<file path="config.mk">
export PLATFORM = sky130hd
export DESIGN_NAME = led_level_dimmer_with_fade_unit
export DESIGN_NICKNAME = d
export VERILOG_FILES = /design/src/sv/lldf_pkg.sv /design/src/sv/led_level_dimmer_with_fade_unit.sv /design/src/sv/lldf_datapath.sv /design/src/sv/lldf_ctrl.sv
export SDC_FILE = /design/constraint.sdc
export NUM_CORES = 1
export LEC_CHECK = 0
export ABC_AREA = 0
export BUFFER_PORTS_ARGS = -buffer_cell sky130_fd_sc_hd__clkbuf_2
export CORE_UTILIZATION = 45
export CTS_CLUSTER_SIZE = 16
export DETAILED_ROUTE_END_ITERATION = 10
export PLACE_DENSITY = 0.68
export SLEW_MARGIN = 40
export SYNTH_ARGS = -nofsm -noshare
export SYNTH_HDL_FRONTEND = slang
export SYNTH_SLANG_ARGS = --single-unit
</file>
<file path="constraint.sdc">
create_clock -name i_clk -period 6.69 [get_ports i_clk]
set_clock_uncertainty 0.15 [all_clocks]
set_input_delay 0.3345 -clock i_clk [delete_from_list [all_inputs] [get_ports i_clk]]
set_output_delay 0.3345 -clock i_clk [all_outputs]
set_load 0.05 [all_outputs]
</file>
<file path="src/sv/lldf_pkg.sv">
package lldf_pkg;

    localparam int LEVEL_W   = 3;
    localparam int BRIGHT_W  = 8;
    localparam int LVREG_W   = 9;
    localparam int TICK_W    = 16;
    localparam int TABLE_W   = 32;
    localparam int CFG_IDX_W = 3;
    localparam int DIV_STEPS = 8;
    localparam int STEP_W    = $clog2(DIV_STEPS);

    localparam logic [LEVEL_W-1:0] LVL_OFF = 3'd0;
    localparam logic [LEVEL_W-1:0] LVL_DIM = 3'd1;
    localparam logic [LEVEL_W-1:0] LVL_MAX = 3'd4;

    typedef enum logic [2:0] {
        REQ_TICK     = 3'd0,
        REQ_INCREASE = 3'd1,
        REQ_DECREASE = 3'd2,
        REQ_TURN_ON  = 3'd3,
        REQ_TURN_OFF = 3'd4,
        REQ_SET      = 3'd5
    } t_req;

    typedef enum logic [CFG_IDX_W-1:0] {
        CFG_DIM      = 3'd0,
        CFG_MEDIUM   = 3'd1,
        CFG_BRIGHT   = 3'd2,
        CFG_MAX      = 3'd3,
        CFG_FALLBACK = 3'd4,
        CFG_FADE     = 3'd5,
        CFG_ILLUM    = 3'd6,
        CFG_INDIC    = 3'd7
    } t_cfg_idx;

    // Commands from the controller to the datapath.
    typedef struct packed {
        logic take_request;
        logic prepare;
        logic multiply;
        logic div_step;
        logic load_result;
    } t_cmd;

    // Status from the datapath to the controller.
    typedef struct packed {
        logic div_last;
    } t_status;

endpackage

</file>
<file path="src/sv/led_level_dimmer_with_fade_unit.sv">
// Channel   Direction  Handshake                Payload
// in        request    i_in_valid / o_in_stall  i_req_type, i_allow_off, i_new_level
// out       result     o_out_valid/i_out_stall  o_level_now, o_faded_brightness,
//                                               o_illumination_out, o_indicator_out
// cfg       write      i_cfg_valid/o_cfg_ready  i_cfg_index, i_cfg_data
//
// A request is taken in the idle state and then passes through prepare, multiply,
// the eight-step restoring divider by fade_ticks and done, where its result is
// loaded into the output register; a new request is accepted only after that.
// Reset is synchronous and active low; it restores the configuration, level and
// control registers and leaves the output register empty, without clearing data.
// A stalled result stays in the output register while the next request is
// already being processed; that request then waits in its last step.
module led_level_dimmer_with_fade_unit
    import lldf_pkg::*;
(
    input  logic                 i_clk,
    input  logic                 i_rst_n,
    input  logic                 i_in_valid,
    output logic                 o_in_stall,
    input  logic [2:0]           i_req_type,
    input  logic                 i_allow_off,
    input  logic [LEVEL_W-1:0]   i_new_level,
    output logic                 o_out_valid,
    input  logic                 i_out_stall,
    output logic [LEVEL_W-1:0]   o_level_now,
    output logic [BRIGHT_W-1:0]  o_faded_brightness,
    output logic [BRIGHT_W-1:0]  o_illumination_out,
    output logic [BRIGHT_W-1:0]  o_indicator_out,
    input  logic                 i_cfg_valid,
    output logic                 o_cfg_ready,
    input  logic [CFG_IDX_W-1:0] i_cfg_index,
    input  logic [TABLE_W-1:0]   i_cfg_data
);

    t_cmd    cmd;
    t_status status;

    // The user is bound to make configuration writes only while the block is idle;
    // the block itself does not enforce this, and o_cfg_ready is tied high.
    assign o_cfg_ready = 1'b1;

    // The controller sequences one request at a time: take it, look up the
    // two brightness values, form the fade product, divide, then present.
    lldf_ctrl u_ctrl (
        .i_clk       (i_clk),
        .i_rst_n     (i_rst_n),
        .i_in_valid  (i_in_valid),
        .o_in_stall  (o_in_stall),
        .o_out_valid (o_out_valid),
        .i_out_stall (i_out_stall),
        .i_status    (status),
        .o_cmd       (cmd)
    );

    // The datapath holds the level state, the configuration registers, the
    // multiplier, the divider and the output register.
    lldf_datapath u_datapath (
        .i_clk              (i_clk),
        .i_rst_n            (i_rst_n),
        .i_cmd              (cmd),
        .o_status           (status),
        .i_cfg_write        (i_cfg_valid && o_cfg_ready),
        .i_cfg_index        (i_cfg_index),
        .i_cfg_data         (i_cfg_data),
        .i_req_type         (i_req_type),
        .i_allow_off        (i_allow_off),
        .i_new_level        (i_new_level),
        .o_level_now        (o_level_now),
        .o_faded_brightness (o_faded_brightness),
        .o_illumination_out (o_illumination_out),
        .o_indicator_out    (o_indicator_out)
    );

endmodule

</file>
<file path="src/sv/lldf_datapath.sv">
module lldf_datapath
    import lldf_pkg::*;
(
    input  logic                 i_clk,
    input  logic                 i_rst_n,
    input  t_cmd                 i_cmd,
    output t_status              o_status,
    input  logic                 i_cfg_write,
    input  logic [CFG_IDX_W-1:0] i_cfg_index,
    input  logic [TABLE_W-1:0]   i_cfg_data,
    input  logic [2:0]           i_req_type,
    input  logic                 i_allow_off,
    input  logic [LEVEL_W-1:0]   i_new_level,
    output logic [LEVEL_W-1:0]   o_level_now,
    output logic [BRIGHT_W-1:0]  o_faded_brightness,
    output logic [BRIGHT_W-1:0]  o_illumination_out,
    output logic [BRIGHT_W-1:0]  o_indicator_out
);

    logic [3:0][LVREG_W-1:0] r_lvreg;
    logic [BRIGHT_W-1:0]     r_fallback;
    logic [TICK_W-1:0]       r_fade;
    logic [TABLE_W-1:0]      r_illum;
    logic [TABLE_W-1:0]      r_indic;

    logic [LEVEL_W-1:0]      r_cur, r_prev;
    logic [TICK_W-1:0]       r_ticks;

    logic [BRIGHT_W-1:0]     r_p, r_c, r_diff;
    logic                    r_down, r_direct;
    logic [TICK_W-1:0]       r_rem;
    logic [BRIGHT_W-1:0]     r_lo;
    logic [STEP_W-1:0]       r_step;

    logic [LEVEL_W-1:0]      r_level_out;
    logic [BRIGHT_W-1:0]     r_fade_out, r_illum_out, r_indic_out;

    logic                    change;
    logic [LEVEL_W-1:0]      n_level;
    logic [BRIGHT_W-1:0]     p_bright, c_bright;
    logic [BRIGHT_W+TICK_W-1:0] product;
    logic [TICK_W:0]         trial;
    logic                    q_bit;
    logic [1:0]              tab_sel;
    logic [BRIGHT_W-1:0]     illum_byte, indic_byte, fade_val;

    // Brightness of a level: off is dark, otherwise the nearest set register
    // at or below the level, else the fallback.
    function automatic logic [BRIGHT_W-1:0] level_bright(
        input logic [LEVEL_W-1:0]      lvl,
        input logic [3:0][LVREG_W-1:0] regs,
        input logic [BRIGHT_W-1:0]     fallback
    );
        logic [BRIGHT_W-1:0] res;
        res = fallback;
        for (int i = 0; i < 4; i++) begin
            if ((LEVEL_W'(i) < lvl) && !regs[i][LVREG_W-1]) begin
                res = regs[i][BRIGHT_W-1:0];
            end
        end
        if (lvl == LVL_OFF || lvl > LVL_MAX) begin
            res = '0;
        end
        return res;
    endfunction

    always_comb begin
        change  = 1'b0;
        n_level = r_cur;
        unique case (t_req'(i_req_type))
            REQ_INCREASE: begin
                if (r_cur < LVL_MAX) begin
                    change  = 1'b1;
                    n_level = r_cur + LEVEL_W'(1);
                end
            end
            REQ_DECREASE: begin
                if (r_cur > LVL_DIM) begin
                    change  = 1'b1;
                    n_level = r_cur - LEVEL_W'(1);
                end else if (r_cur == LVL_DIM && i_allow_off) begin
                    change  = 1'b1;
                    n_level = LVL_OFF;
                end
            end
            REQ_TURN_ON: begin
                if (r_cur == LVL_OFF) begin
                    change  = 1'b1;
                    n_level = r_prev;
                end
            end
            REQ_TURN_OFF: begin
                if (r_cur != LVL_OFF) begin
                    change  = 1'b1;
                    n_level = LVL_OFF;
                end
            end
            REQ_SET: begin
                if (i_new_level <= LVL_MAX) begin
                    change  = 1'b1;
                    n_level = i_new_level;
                end
            end
            default: begin
                change  = 1'b0;
                n_level = r_cur;
            end
        endcase
    end

    assign p_bright = level_bright(r_prev, r_lvreg, r_fallback);
    assign c_bright = level_bright(r_cur, r_lvreg, r_fallback);
    assign product  = r_diff * r_ticks;
    assign trial    = {r_rem, r_lo[BRIGHT_W-1]};
    assign q_bit    = (trial >= {1'b0, r_fade});
    assign tab_sel  = 2'(r_cur - LEVEL_W'(1));

    always_comb begin
        illum_byte = r_illum[tab_sel*BRIGHT_W +: BRIGHT_W];
        indic_byte = r_indic[tab_sel*BRIGHT_W +: BRIGHT_W];
        if (r_cur == LVL_OFF || r_cur > LVL_MAX) begin
            illum_byte = '0;
            indic_byte = '0;
        end
        if (r_direct) begin
            fade_val = r_c;
        end else if (r_down) begin
            fade_val = r_p - r_lo;
        end else begin
            fade_val = r_p + r_lo;
        end
    end

    always_ff @(posedge i_clk) begin
        if (!i_rst_n) begin
            r_lvreg    <= {4{{LVREG_W{1'b1}}}};
            r_fallback <= BRIGHT_W'(128);
            r_fade     <= TICK_W'(100);
            r_illum    <= '0;
            r_indic    <= '0;
        end else if (i_cfg_write) begin
            unique case (t_cfg_idx'(i_cfg_index))
                CFG_DIM:      r_lvreg[0] <= i_cfg_data[LVREG_W-1:0];
                CFG_MEDIUM:   r_lvreg[1] <= i_cfg_data[LVREG_W-1:0];
                CFG_BRIGHT:   r_lvreg[2] <= i_cfg_data[LVREG_W-1:0];
                CFG_MAX:      r_lvreg[3] <= i_cfg_data[LVREG_W-1:0];
                CFG_FALLBACK: r_fallback <= i_cfg_data[BRIGHT_W-1:0];
                CFG_FADE:     r_fade     <= i_cfg_data[TICK_W-1:0];
                CFG_ILLUM:    r_illum    <= i_cfg_data;
                CFG_INDIC:    r_indic    <= i_cfg_data;
                default:      r_illum    <= r_illum;
            endcase
        end
    end

    always_ff @(posedge i_clk) begin
        if (!i_rst_n) begin
            r_cur   <= LVL_OFF;
            r_prev  <= LVL_OFF;
            r_ticks <= '0;
        end else if (i_cmd.take_request) begin
            if (change) begin
                r_prev  <= r_cur;
                r_cur   <= n_level;
                r_ticks <= '0;
            end else if (t_req'(i_req_type) == REQ_TICK && r_ticks < r_fade) begin
                r_ticks <= r_ticks + TICK_W'(1);
            end
        end
    end

    always_ff @(posedge i_clk) begin
        if (!i_rst_n) begin
            r_step <= '0;
        end else if (i_cmd.multiply) begin
            r_step <= '0;
        end else if (i_cmd.div_step) begin
            r_step <= r_step + STEP_W'(1);
        end
    end

    always_ff @(posedge i_clk) begin
        if (i_cmd.prepare) begin
            r_p      <= p_bright;
            r_c      <= c_bright;
            r_down   <= (c_bright < p_bright);
            r_diff   <= (c_bright < p_bright) ? (p_bright - c_bright)
                                              : (c_bright - p_bright);
            r_direct <= (r_fade == '0) || (r_ticks >= r_fade);
        end
        if (i_cmd.multiply) begin
            // The quotient stays below 256, so the upper product bits start
            // out as the partial remainder.
            r_rem <= product[BRIGHT_W +: TICK_W];
            r_lo  <= product[BRIGHT_W-1:0];
        end else if (i_cmd.div_step) begin
            r_rem <= q_bit ? TICK_W'(trial - {1'b0, r_fade}) : trial[TICK_W-1:0];
            r_lo  <= {r_lo[BRIGHT_W-2:0], q_bit};
        end
        if (i_cmd.load_result) begin
            r_level_out <= r_cur;
            r_fade_out  <= fade_val;
            r_illum_out <= illum_byte;
            r_indic_out <= indic_byte;
        end
    end

    assign o_status.div_last  = (r_step == STEP_W'(DIV_STEPS - 1));
    assign o_level_now        = r_level_out;
    assign o_faded_brightness = r_fade_out;
    assign o_illumination_out = r_illum_out;
    assign o_indicator_out    = r_indic_out;

endmodule

</file>
<file path="src/sv/lldf_ctrl.sv">
module lldf_ctrl
    import lldf_pkg::*;
(
    input  logic    i_clk,
    input  logic    i_rst_n,
    input  logic    i_in_valid,
    output logic    o_in_stall,
    output logic    o_out_valid,
    input  logic    i_out_stall,
    input  t_status i_status,
    output t_cmd    o_cmd
);

    typedef enum logic [4:0] {
        S_IDLE = 5'b00001,
        S_PREP = 5'b00010,
        S_MUL  = 5'b00100,
        S_DIV  = 5'b01000,
        S_DONE = 5'b10000
    } t_state;

    t_state r_state, n_state;
    logic   r_out_valid, n_out_valid;
    logic   out_free;

    assign out_free = !r_out_valid || !i_out_stall;

    always_comb begin
        n_state = r_state;
        o_cmd   = '0;
        unique case (r_state)
            S_IDLE: begin
                if (i_in_valid) begin
                    o_cmd.take_request = 1'b1;
                    n_state = S_PREP;
                end
            end
            S_PREP: begin
                o_cmd.prepare = 1'b1;
                n_state = S_MUL;
            end
            S_MUL: begin
                o_cmd.multiply = 1'b1;
                n_state = S_DIV;
            end
            S_DIV: begin
                o_cmd.div_step = 1'b1;
                if (i_status.div_last) begin
                    n_state = S_DONE;
                end
            end
            S_DONE: begin
                if (out_free) begin
                    o_cmd.load_result = 1'b1;
                    n_state = S_IDLE;
                end
            end
            default: n_state = S_IDLE;
        endcase
    end

    always_comb begin
        if (o_cmd.load_result) begin
            n_out_valid = 1'b1;
        end else begin
            n_out_valid = r_out_valid && i_out_stall;
        end
    end

    always_ff @(posedge i_clk) begin
        if (!i_rst_n) begin
            r_state     <= S_IDLE;
            r_out_valid <= 1'b0;
        end else begin
            r_state     <= n_state;
            r_out_valid <= n_out_valid;
        end
    end

    assign o_in_stall  = (r_state != S_IDLE);
    assign o_out_valid = r_out_valid;

endmodule

</file>
# [After elaboration in Yosys (flattened, before gate mapping)]
# Index checks and enable logic that the tools add are counted.
[classes] eq_ne=28 reduce_logical=43 shift=2 addsub=9 muxes=46 magnitude_cmp=17 bitwise_logic=1 mul=1
[ops] op="2-to-1 mux 8 bit" n=15
[ops] op="2-to-1 mux 16 bit" n=5
[ops] op="variable part select 32 x 6 -> 8 bit" n=2
[ops] op="one-hot mux 5 bit (5 select lines)" n=1
[ops] op="multiplier 8 x 16 -> 24 bit" n=1
[ops] op="subtractor 8 bit" n=3
[ops] op="equality test 3 bit (second input constant)" n=7
[ops] op="AND reduction 2 bit" n=10
[ops] op="2-to-1 mux 3 bit" n=6
[ops] op=">= comparator 17 x 16 -> 1 bit" n=1
[ops] op="adder 16 x 1 -> 16 bit (second input constant)" n=1
[ops] op=">= comparator 16 bit" n=1
[ops] op="zero test 16 bit" n=1
[ops] op="< comparator 16 bit" n=1
[ops] op="subtractor 16 bit" n=1
[ops] op="2-to-1 mux 5 bit" n=3
[ops] op="one-hot mux 3 bit (5 select lines)" n=1
[ops] op="2-to-1 mux 1 bit" n=14
[ops] op="equality test 3 x 2 -> 1 bit (second input constant)" n=4
[ops] op="zero test 3 bit" n=4
[ops] op="< comparator 1 x 3 -> 1 bit (first input constant)" n=4
[ops] op="< comparator 2 x 3 -> 1 bit (first input constant)" n=4
[ops] op="logical AND 1 bit" n=11
[ops] op="!= test 2 x 1 -> 1 bit (second input constant)" n=5
[ops] op="27 further kinds" n=41
[word_totals] output_inout_bits=30 wordCells=172 input_bits=47 reg_bits=232

# [Logic depth before layout (Yosys ltp)]
# Gate-level depths: netlist (run 1).
[depth] word_depth=9 depth_mapped=20 depth_no_buf=19

# [By module]
# From an unflattened synthesis (run 1), not the netlist that was laid out.
[unflattened] cells_unflattened=1866 area_unflattened_um2=16341.9
[modules_own_cells] module="lldf_datapath" area_per_inst_um2=15955.3 n_inst=1 seq_area_each_um2=5295.1 cells_per_inst=1822
[modules_own_cells] module="lldf_ctrl" area_per_inst_um2=375.4 n_inst=1 seq_area_each_um2=120.1 cells_per_inst=42
[modules_own_cells] module="led_level_dimmer_with_fade_unit" area_per_inst_um2=11.3 n_inst=1 seq_area_each_um2=0.0 cells_per_inst=2

# [Least setup slack after synthesis (run 1)]
# OpenSTA, ideal clock, no wires.
[synth_timing] path_type="register to register" start="register u_datapath.r_diff[7]" end="register u_datapath.r_rem[14], data pin" path_slack_ps=1501 arrival_ps=4765 stages_incl_launch_ff=19 path_buffers=1 synth_period_minus_slack_ps=5189 t_required_ps=6266 setup_time_ps=274 cell_sequence="edfxtp_1 -> clkbuf_1 -> nand2_1 -> fa_1 -> fa_1 -> inv_1 -> fa_1 -> inv_1 -> fa_1 -> inv_1 -> ha_1 -> or4_1 -> nand4_1 -> o211ai_1 -> and2_1 -> a2111oi_0 -> o21bai_1 -> xnor2_1 -> mux2i_1"
[synth_between] elab_chain_len=2
[synth_rtl] element="from (decl)" line_no="lldf_datapath.sv:29" source="logic [BRIGHT_W-1:0] r_p, r_c, r_diff;"
[synth_rtl] element="from (signal assigned)" line_no="lldf_datapath.sv:187" source="r_diff <= (c_bright < p_bright) ? (p_bright - c_bright)"
[synth_rtl] element="multiplier 8 x 16 -> 24 bit" line_no="lldf_datapath.sv:113" source="assign product = r_diff * r_ticks;"
[synth_rtl] element="2-to-1 mux 16 bit" line_no="lldf_datapath.sv:191" source="if (i_cmd.multiply) begin"
[synth_rtl] element="to (signal assigned)" line_no="lldf_datapath.sv:194" source="r_rem <= product[BRIGHT_W +: TICK_W];"
[synth_rtl] element="to (signal assigned)" line_no="lldf_datapath.sv:197" source="r_rem <= q_bit ? TICK_W'(trial - {1'b0, r_fade}) : trial[TICK_W-1:0];"
[synth_rtl] element="to (decl)" line_no="lldf_datapath.sv:31" source="logic [TICK_W-1:0] r_rem;"
# No other way between the ends.
# A chain may end at the register's enable or synchronous reset.

# [Final worst setup path (run 1)]
[layout_timing] start="register u_datapath.r_diff[4]" end="register u_datapath.r_rem[14], data pin"
# Same word-level chain as after synthesis.

==> results of run 1 <==
==> where the power goes <==
part           switching, mW  leakage, nW  total [mW]  internal (mW)
combinational          0.376         5.41       0.621          0.245
sequential            0.0702         1.93        1.61           1.54
clock                  0.580        0.406        1.37          0.795
==> final timing paths <==
kind / startpoint / to
worst max-delay path: u_datapath.r_diff[4] / u_datapath.r_rem[14]
worst min register to register: u_datapath.r_indic[12] / u_datapath.r_indic[12]
worst min-delay path: i_cfg_data[8] / u_datapath.r_illum[8]
worst max register to register: u_datapath.r_diff[4] / u_datapath.r_rem[14]
==> cells in the final DEF, fill, tap and decap left out, drive strengths merged, types with 11 or more instances in the layout <==
| cell type | synthesis | routed |
|---|---|---|
| nor3 | 13 | 13 |
| dlygate4sd3 | 0 | 25 |
| ha | 106 | 106 |
| mux4 | 16 | 16 |
| clkbuf | 84 | 107 |
| o21a | 15 | 15 |
| mux2i | 46 | 46 |
| buf | 10 | 11 |
| xor2 | 13 | 13 |
| nand2b | 18 | 18 |
| and2 | 108 | 108 |
| xnor2 | 50 | 50 |
| a211oi | 17 | 17 |
| nand3 | 56 | 56 |
| a211o | 16 | 16 |
| a21boi | 86 | 86 |
| nor2 | 93 | 93 |
| inv | 157 | 159 |
| fa | 88 | 88 |
| a21o | 20 | 20 |
| edfxtp | 77 | 77 |
| nand4 | 14 | 14 |
| dfxtp | 155 | 155 |
| o21ai | 49 | 49 |
| nor2b | 34 | 34 |
| nand2 | 328 | 328 |
| a21oi | 71 | 71 |
==> sequential cells by signal, summed over array words and instances, names as in the netlist, 16 cells and up <==
name / count
u_datapath.r_fade: 16
u_datapath.r_illum: 32
u_datapath.r_indic: 32
u_datapath.r_lvreg: 36
u_datapath.r_rem: 16
u_datapath.r_ticks: 16
==> per-layer routing <==
metal / up-vias / track usage [%] / routed length [µm]
li1: 6257 / - / -
met1: 6247 / 28.5 / 17900
met2: 335 / 37.4 / 19700
met3: 47 / 3.35 / 2370
met4: 0 / 5.16 / 812
met5: - / 0 / 0
==> stage by stage <==
stage,setup slack [ns],instances,power [mW]
final,1.13,2361,3.61
after global routing,0.871,2361,3.76
after CTS,1.18,2361,3.63
after detailed placement,1.19,2290,2.25
after global placement,1.25,2290,2.23
after floorplan,1.50,1838,2.07
==> critical path: cells and delay by family, from the launching register on <==
family | cells | cell delay [ns]
multiplexers | 1 | 0.08
buffers and inverters | 2 | 0.10
XOR/XNOR | 1 | 0.15
adder cells (fa/ha/maj) | 5 | 2.36
AND/OR/NAND/NOR | 4 | 1.16
AO/OA/AOI/OAI | 3 | 0.67
flip-flops | 1 | 0.62
==> logic make-up after synthesis <==
group	count (synthesis)
AO/OA/AOI/OAI	323
XOR/XNOR	63
adder cells (fa/ha/maj)	194
AND/OR/NAND/NOR	703
flip-flops	232
multiplexers	71
other	1
buffers and inverters	251
==> layout make-up <==
cell class	count	area share, %
Multi-Input combinational cell	1355	55.6
Sequential cell	232	29.7
Clock buffer	33	4.11
Timing Repair Buffer	110	3.85
Inverter	157	3.23
Tap cell	461	3.16
Clock inverter	13	0.445
==> qor.csv, run 1 <==
stage;metric;value;unit
cts;H-tree levels;1;
power;Static Leak;7.74;nW
cts;CTS tree;yes;
grt;total grt overflow;0;
timing;Max Fclk;0.180;GHz
final_layout;final core occ;51.0;%
timing;Least-Margin Pin Slew;0.752;ns
synthesis;Post-synth ARST share;0;%
die;Top Ports;77;
synthesis;synth unique cells;67;
critical_path;slowest CP cell;edfxtp_1;
die;Rows;69;
detailed_routing;drt initial violations;951;
synthesis;area share of and/or/nand/nor cells after synthesis;20.1;%
cts;Clk Latency, worst-skew pair;0.53;ns
grt;largest net degree at the start of global routing;80;
cts;CTS root buffer;clkbuf_16;
final_layout;synthesis-to-finish area growth;10.8;%
power;P per Cell Area;197;nW/µm²
synthesis;sequential fraction of the synthesis area;32.9;%
die;Initial Util;46.0;%
placed_design;post-DP HPWL;30.4;mm
final_layout;nets;2122;
placed_design;placed cell area;17200;µm²
critical_path;CP Capture Type;register;
critical_path;Max stage delay on crit path;0.62;ns
detailed_routing;Detailed Routing Iterations Pass 1;8;
critical_path;CP Cell Sequence;and2_1 > fa_1 > fa_1 > fa_1 > inv_1 > fa_1 > inv_1 > ha_1 > or4_1 > nand4_1 > o211ai_1 > and2_1 > a2111oi_0 > o21bai_1 > xnor2_1 > mux2i_1;
die;Die Wd;193;µm
critical_path;startpoint types;register;
timing;Rel. slew slack;49.8;%
synthesis;largest family of logic cells by synthesized area;simple AND/OR/NAND/NOR gates;
placed_design;Placer Congestion;0.880;
grt;GRT Overall Usage;21.7;%
detailed_routing;WL/cell;17.3;µm
synthesis;Syn. warnings;0;
synthesis;post-synthesis mux area share;5.60;%
synthesis;adder-cell share of the synthesized area;18.7;%
timing;Tmin final;5.56;ns
critical_path;worst reg2reg path depth;16;
final_layout;combined area of the multi-input logic cells;10100;µm²
grt;vias in the first global route;12688;
placed_design;# port buffers;75;
status;run status;completed;
synthesis;Synth Instances;1838;
cts;Max clock buf depth;3;
min_path;hold depth;3;
timing;Final period util;83.1;%
synthesis;post-synthesis compound-gate area fraction;13.5;%
die;Die ar.;37400;µm²
timing;final slew viol count;0;
synthesis;Post-synth top cells;nand2_1 (328), inv_1 (157), dfxtp_1 (155), and2_1 (108), ha_1 (106);
grt;antenna violations before repair;0;
detailed_routing;routed vias;12886;
cts;TritonCTS buffer count;25;
synthesis;most frequent cell after synthesis;nand2_1;
synthesis;XOR/XNOR Fraction of Synth Area;3.35;%
synthesis;Mapped Avg Cell Area;8.97;µm²
die;Core ar.;35800;µm²
detailed_routing;Vias/cell;5.46;
cts;post-CTS sizing;0;
synthesis;syn nets;2079;
critical_path;FF-to-FF setup slack;1.13;ns
power;worst vdd ir;0.190;mV
cts;clock sink count;232;
synthesis;Post-synth EDFFs;77;
cts;Post-CTS Setup Repair Bufs;0;
timing;endpoints failing setup;0;
critical_path;crit path DAT;5.66;ns
synthesis;Area contributors post-synth;dfxtp_1 (19%), edfxtp_1 (14%), fa_1 (11%);
synthesis;Yosys top cell area share;18.8;%
synthesis;synthesized flop and latch total;232;
final_layout;area occupied by registers;5420;µm²
timing;Hold Vio Cnt, Final;0;
timing;RSZ-0062 raised after global routing;no;
grt;global-route wire length before repair;66.4;mm
detailed_routing;Post-Route WL;40.8;mm
critical_path;crit-path max FO;16;
synthesis;Synth Cell Area;16500;µm²
run;max cap viols;0;
cts;Post-CTS Hold Buffers;25;
min_path;Hold Path Class;input pin to register;
die;die height;193;µm
timing;hold slack;0.0640;ns
timing;setup TNS;0;ns
critical_path;most frequent CP cell;fa_1;
synthesis;ys flop type;dfxtp_1;
detailed_routing;post-route ant nets;0;
cts;CTS clk-pin slew, worst paths;0.06;ns
critical_path;Crit Path Class;register to register;
critical_path;CP required;6.79;ns
final_layout;share of layout cells above drive strength 1;9.32;%
detailed_routing;DRC errors left;0;
final_layout;Fillers;3278;
final_layout;antenna diode count;0;
final_layout;post-route cell area;18300;µm²
synthesis;Synth area leader;dfxtp_1;
(Power assumes the default switching activity.)
==> run 2, diff against run 1 <==
Settings changed: PLACE_DENSITY 0.68 to 0.71.
Clock period 6.69 ns to 4.9 ns, I/O delays scaled along.
==> run 2 against run 1 <==
  * The flow now finishes with violations (negative setup slack)
  * Utilization rose by 3.5 points
  * Clock power rose by 45%
  * Hold slack got worse by 0.046 ns
  * Critical endpoint unchanged
  * Highest routed layer is now met5
  * Routed wire length rose by 7.7%
  * Largest power group unchanged
  * Sequential cell count is the same
  * Sequential power rose by 35%
  * Via count increased by 4.2%
  * Combinational power grew 53%
  * Non-clock buffer count increased by 97
  * Final area increased by 6.9%
  * First-iteration DRC count decreased by 9.8%
==> qor.csv, run 2 (same netlist as run 1, synthesis figures left out) <==
stage;metric;value;unit
grt;total grt overflow;0;
status;run status;finished, violations left;
critical_path;Buffers & Inverters on Critical Path;4;
grt;GRT Overall Usage;23.5;%
critical_path;most frequent CP cell;fa_1;
detailed_routing;Post-Route WL;44.0;mm
final_layout;Regs by FF count;u_datapath.r_lvreg: 36 flops, u_datapath.r_illum: 32 flops, u_datapath.r_indic: 32 flops;
cts;CTS tree;yes;
power;Static Leak;8.32;nW
detailed_routing;post-route ant nets;0;
timing;RSZ-0062 raised after global routing;yes;
critical_path;Crit Path Class;register to register;
grt;met1 GRT Util;31.3;%
grt;GRT met3 Usage;3.52;%
cts;TritonCTS buffer count;27;
timing;Max Fclk;0.195;GHz
die;Top Ports;77;
cts;CTS root buffer;clkbuf_16;
detailed_routing;drt initial violations;858;
final_layout;Largest Register;u_datapath.r_lvreg;
detailed_routing;WL/cell;17.9;µm
final_layout;synthesis-to-finish area growth;18.4;%
critical_path;startpoint types;register;
power;P per Cell Area;262;nW/µm²
final_layout;share of layout cells above drive strength 1;17.6;%
timing;Tmin final;5.12;ns
grt;vias in the first global route;13801;
detailed_routing;routed vias;13424;
cts;H-tree levels;1;
timing;Final period util;105;%
placed_design;post-DP HPWL;32.4;mm
power;worst vdd ir;0.227;mV
timing;Least-Margin Pin Slew;0.795;ns
placed_design;worst slack, placed;-0.297;ns
timing;Hold Vio Cnt, Final;0;
final_layout;nets;2221;
timing;final slew viol count;0;
cts;Max clock buf depth;3;
status;failing checks;negative setup slack;
critical_path;crit-path max FO;5;
final_layout;commonest cells after routing, fill and taps aside;nand2_1 (324), dfxtp_1 (153), inv_1 (140), and2_1 (97), ha_1 (92);
grt;global-route wire length before repair;72.0;mm
timing;Rel. slew slack;47.0;%
cts;Clk Latency, worst-skew pair;0.54;ns
final_layout;Largest register FFs;36;
critical_path;CP Cell Sequence;buf_6 > nand2_4 > fa_1 > fa_1 > inv_1 > fa_1 > inv_2 > fa_1 > inv_2 > ha_4 > or4_4 > nand4_1 > o211ai_1 > and2_4 > a2111oi_4 > o21bai_1 > xnor2_1 > mux2i_1;
placed_design;Placer Congestion;0.932;
critical_path;CP Capture Type;register;
die;Initial Util;46.0;%
die;Core ar.;35800;µm²
timing;endpoints failing setup;10;
placed_design;placed cell area;17700;µm²
die;Die Wd;193;µm
critical_path;CP top delay family;adder cells;
final_layout;antenna diode count;0;
critical_path;Max stage delay on crit path;0.55;ns
cts;clock sink count;232;
detailed_routing;Vias/cell;5.46;
die;Die ar.;37400;µm²
final_layout;most common cell after layout, fill and taps aside;nand2_1;
critical_path;FF-to-FF setup slack;-0.22;ns
critical_path;slowest CP cell;fa_1;
timing;worst setup margin;-0.222;ns
grt;gr busiest metal;met2;
detailed_routing;Detailed Routing Iterations Pass 1;6;
die;Rows;69;
critical_path;CP required;5.01;ns
final_layout;post-route cell area;19500;µm²
placed_design;# port buffers;75;
run;max cap viols;0;
power;Power Total;5.11;mW
critical_path;crit path DAT;5.23;ns
grt;antenna violations before repair;1;
detailed_routing;DRC errors left;0;
grt;largest net degree at the start of global routing;90;
die;die height;193;µm
cts;CTS clk-pin slew, worst paths;0.06;ns
grt;met2 Track Usage GR;40.1;%
min_path;Hold Path Class;input pin to register;
run 2: changes by cell type in the layout (fill, tap and decap cells not counted), moves of 11 or more:
cell	change
buf_6	+13
and2_1	-11
and2_4	+11
inv_1	-16
inv_2	+16
buf_4	+78
ha_1	-13
run 2: per-stage QoR:
| stage | setup TNS, ns | util (%) | hold slack (ns) | std cells |
|---|---|---|---|---|
| 5_1_grt | -3.13 | 54.5 | 0.0165 | 2460 |
| 4_1_cts | -0.429 | 53.8 | 0.0118 | 2453 |
| 3_5_place_dp | -1.99 | 49.5 | 0.307 | 2358 |
| 6_report | -1.35 | 54.5 | 0.0184 | 2460 |
| 3_3_place_gp | -1.11 | 49.4 | 0.300 | 2358 |
| 2_1_floorplan | 0 | - | 0.219 | 1838 |
run 2: worst paths after layout:
kind,from,to,cells past startpoint
hold reg to reg,u_datapath.r_illum[24],u_datapath.r_illum[24],2
hold / removal,i_cfg_data[5],u_datapath.r_lvreg[23],3
setup reg to reg,u_datapath.r_diff[4],u_datapath.r_rem[14],18
setup / recovery,u_datapath.r_diff[4],u_datapath.r_rem[14],18
run 2: repair_timing:
item,in CTS,in global routing
pin swaps,75,50
endpoints found under the hold margin,93,0
setup endpoints to repair,12,15
hold buffers,31,0
setup buffers,16,11
gates resized for setup,61,47
run 2: area by class of cell:
cell class              count  area [µm²]
well taps                 461         577
clock inverters            10        52.6
inverters                 157         589
multi-input cells        1355       10600
fillers                  3129       16300
flip-flops and latches    232        5420
repair buffers            207        1500
clock buffers              38         813
run 2: metal layers:
metal / part of all wire [%] / vias up / wire [µm]
li1: - / 6449 / -
met1: 44 / 6538 / 19300
met2: 49 / 371 / 21400
met3: 5.4 / 64 / 2360
met4: 2.0 / 2 / 860
met5: 0.030 / - / 13
run 2: report_power, final:
group | leakage [nW] | switching [mW] | total (mW) | internal (mW)
combinational | 5.95 | 0.568 | 0.949 | 0.381
sequential | 1.93 | 0.0726 | 2.17 | 2.10
clock | 0.442 | 0.832 | 1.98 | 1.15
run 2: worst reg2reg max path, cell delays in order, from the launching register on:
cell and delay (ns):
edfxtp_1 0.48, buf_6 0.17, nand2_4 0.05, fa_1 0.44, fa_1 0.56, inv_1 0.06
fa_1 0.51, inv_2 0.05, fa_1 0.51, inv_2 0.05, ha_4 0.15, or4_4 0.47
nand4_1 0.14, o211ai_1 0.17, and2_4 0.19, a2111oi_4 0.34, o21bai_1 0.12, xnor2_1 0.17
mux2i_1 0.09
==> run 3, diff against run 2 <==
Settings changed: CELL_PAD_IN_SITES_DETAIL_PLACEMENT set to 1, CELL_PAD_IN_SITES_GLOBAL_PLACEMENT set to 1, CORE_UTILIZATION 45 to 44, PLACE_DENSITY 0.71 to 0.84, RECOVER_POWER set to 50, SETUP_SLACK_MARGIN set to 0.4.
==> run 3 against run 2 <==
  * The flow finishes with violations (max-capacitance violations, max-slew violations, negative setup slack)
  * Sequential cell count is the same
  * Critical path depth shrank 1
  * Worst setup slack lost 0.13 ns
  * Final cell count grew 0.41%
  * Critical path type unchanged
  * Largest power group unchanged
==> qor.csv, run 3 (same netlist as run 1, synthesis figures left out) <==
stage;metric;value;unit
critical_path;worst reg2reg path depth;17;
grt;largest net degree at the start of global routing;79;
cts;Max clock buf depth;3;
critical_path;Critical R2R Capture;u_datapath.r_rem[15];
cts;H-tree levels;1;
detailed_routing;DRC errors left;0;
critical_path;CP startpoint;u_datapath.r_diff[3];
timing;Max Fclk;0.190;GHz
final_layout;Largest Register;u_datapath.r_lvreg;
grt;GRT met3 Usage;3.52;%
critical_path;Worst setup endpoint;u_datapath.r_rem[15];
status;failing checks;max-capacitance violations, max-slew violations, negative setup slack;
power;P per Cell Area;266;nW/µm²
detailed_routing;Detailed Routing Iterations Pass 1;7;
final_layout;post-route cell area;19800;µm²
final_layout;Regs by FF count;u_datapath.r_lvreg: 36 flops, u_datapath.r_illum: 32 flops, u_datapath.r_indic: 32 flops;
cts;Clk Latency, worst-skew pair;0.54;ns
power;worst vdd ir;0.235;mV
grt;antenna violations before repair;2;
timing;worst setup margin;-0.355;ns
detailed_routing;WL/cell;22.3;µm
grt;global-route wire length before repair;83.2;mm
critical_path;Crit Path Class;register to register;
die;Rows;70;
critical_path;Worst R2R Start;u_datapath.r_diff[3];
final_layout;nets;2224;
critical_path;crit-path max FO;8;
status;run status;finished, violations left;
die;Die Wd;196;µm
timing;RSZ-0062 raised after global routing;yes;
critical_path;CP Capture Type;register;
timing;endpoints failing setup;11;
timing;final slew viol count;96;
cts;CTS root buffer;clkbuf_16;
placed_design;Placer Congestion;0.904;
final_layout;synthesis-to-finish area growth;20.3;%
critical_path;CP required;5.03;ns
grt;gr busiest metal;met2;
detailed_routing;drt initial violations;794;
final_layout;most common cell after layout, fill and taps aside;nand2_1;
detailed_routing;Post-Route WL;55.1;mm
die;die height;196;µm
detailed_routing;routed vias;14111;
critical_path;FF-to-FF setup slack;-0.36;ns
power;Static Leak;8.24;nW
timing;Final period util;107;%
final_layout;commonest cells after routing, fill and taps aside;nand2_1 (319), dfxtp_1 (151), inv_1 (141);
grt;met2 Track Usage GR;49.2;%
die;Die ar.;38200;µm²
timing;hold slack;0.00616;ns
grt;met1 GRT Util;33.3;%
cts;clock sink count;232;
grt;vias in the first global route;15275;
critical_path;crit path DAT;5.38;ns
timing;Rel. slew slack;-77.6;%
detailed_routing;post-route ant nets;0;
die;Initial Util;44.9;%
final_layout;antenna diode count;0;
cts;TritonCTS buffer count;27;
min_path;Hold Path Class;input pin to register;
timing;Tmin final;5.26;ns
placed_design;worst slack, placed;-0.284;ns
die;Top Ports;77;
timing;Least-Margin Pin Slew;2.66;ns
grt;GRT Overall Usage;27.5;%
cts;CTS clk-pin slew, worst paths;0.06;ns
power;Power Total;5.27;mW
placed_design;post-DP HPWL;36.8;mm
placed_design;# port buffers;75;
placed_design;placed cell area;17900;µm²
cts;CTS tree;yes;
final_layout;share of layout cells above drive strength 1;18.3;%
grt;total grt overflow;0;
timing;Hold Vio Cnt, Final;0;
run;max cap viols;2;
detailed_routing;Vias/cell;5.71;
critical_path;startpoint types;register;
final_layout;Largest register FFs;36;
die;Core ar.;36700;µm²
## run 3: how the worst min path moves through the flow
stage,to,cells past startpoint,start,slack [ns]
floorplan,u_datapath.r_lvreg[17],2,i_cfg_data[8],0.22
finish,u_datapath.r_lvreg[2],3,i_cfg_data[2],0.006
CTS,u_datapath.r_lvreg[13],3,i_cfg_data[4],0.002
detailed placement,u_datapath.r_illum[13],2,u_datapath.r_illum[13],0.31
global route,u_datapath.r_lvreg[29],3,i_cfg_data[2],0.009
global placement,u_datapath.r_indic[8],2,u_datapath.r_indic[8],0.30
## run 3: metrics by stage
stage	std cells	utilization [%]	setup TNS, ns
6_report	2470	54.0	-2.14
3_5_place_dp	2365	48.8	-1.62
4_1_cts	2459	53.1	-1.05
3_3_place_gp	2363	48.7	-0.491
2_1_floorplan	1838	-	0
5_1_grt	2470	54.0	-3.71
## run 3: what timing repair did
action,4_1_cts,5_1_grt
setup endpoints to repair,20,21
gates resized for setup,69,67
gates cloned,1,0
endpoints found under the hold margin,83,0
setup buffers,15,11
pin swaps,59,61
hold buffers,30,0
## run 3: where the power goes
part,switching [mW],internal (mW)
sequential,0.0799,2.10
combinational,0.645,0.447
clock,0.835,1.16
total,1.56,3.71
## run 3: cell type report
type | instances | area [µm²]
clock buffers | 40 | 791
well taps | 468 | 586
multi-input cells | 1355 | 10900
inverters | 157 | 589
fillers | 4150 | 16900
clock inverters | 8 | 65.1
flip-flops and latches | 232 | 5420
repair buffers | 210 | 1520
## run 3: metal layers
metal	routed length, µm	vias to the layer above
met4	2380	2
met1	22300	7085
met3	2440	147
li1	-	6460
met2	28000	417
met5	13	-
## run 3: worst max-delay path, cell delays in order (launching register included)
cell      delay, ns
edfxtp_1       0.53
buf_6          0.20
and2_1         0.19
fa_1           0.55
fa_1           0.45
fa_1           0.55
inv_1          0.07
fa_1           0.58
inv_1          0.09
ha_4           0.28
a31oi_2        0.19
nor3b_2        0.33
a31oi_4        0.14
nand4_1        0.11
nand2_2        0.09
o31ai_2        0.23
xnor2_1        0.16
o21ai_1        0.08
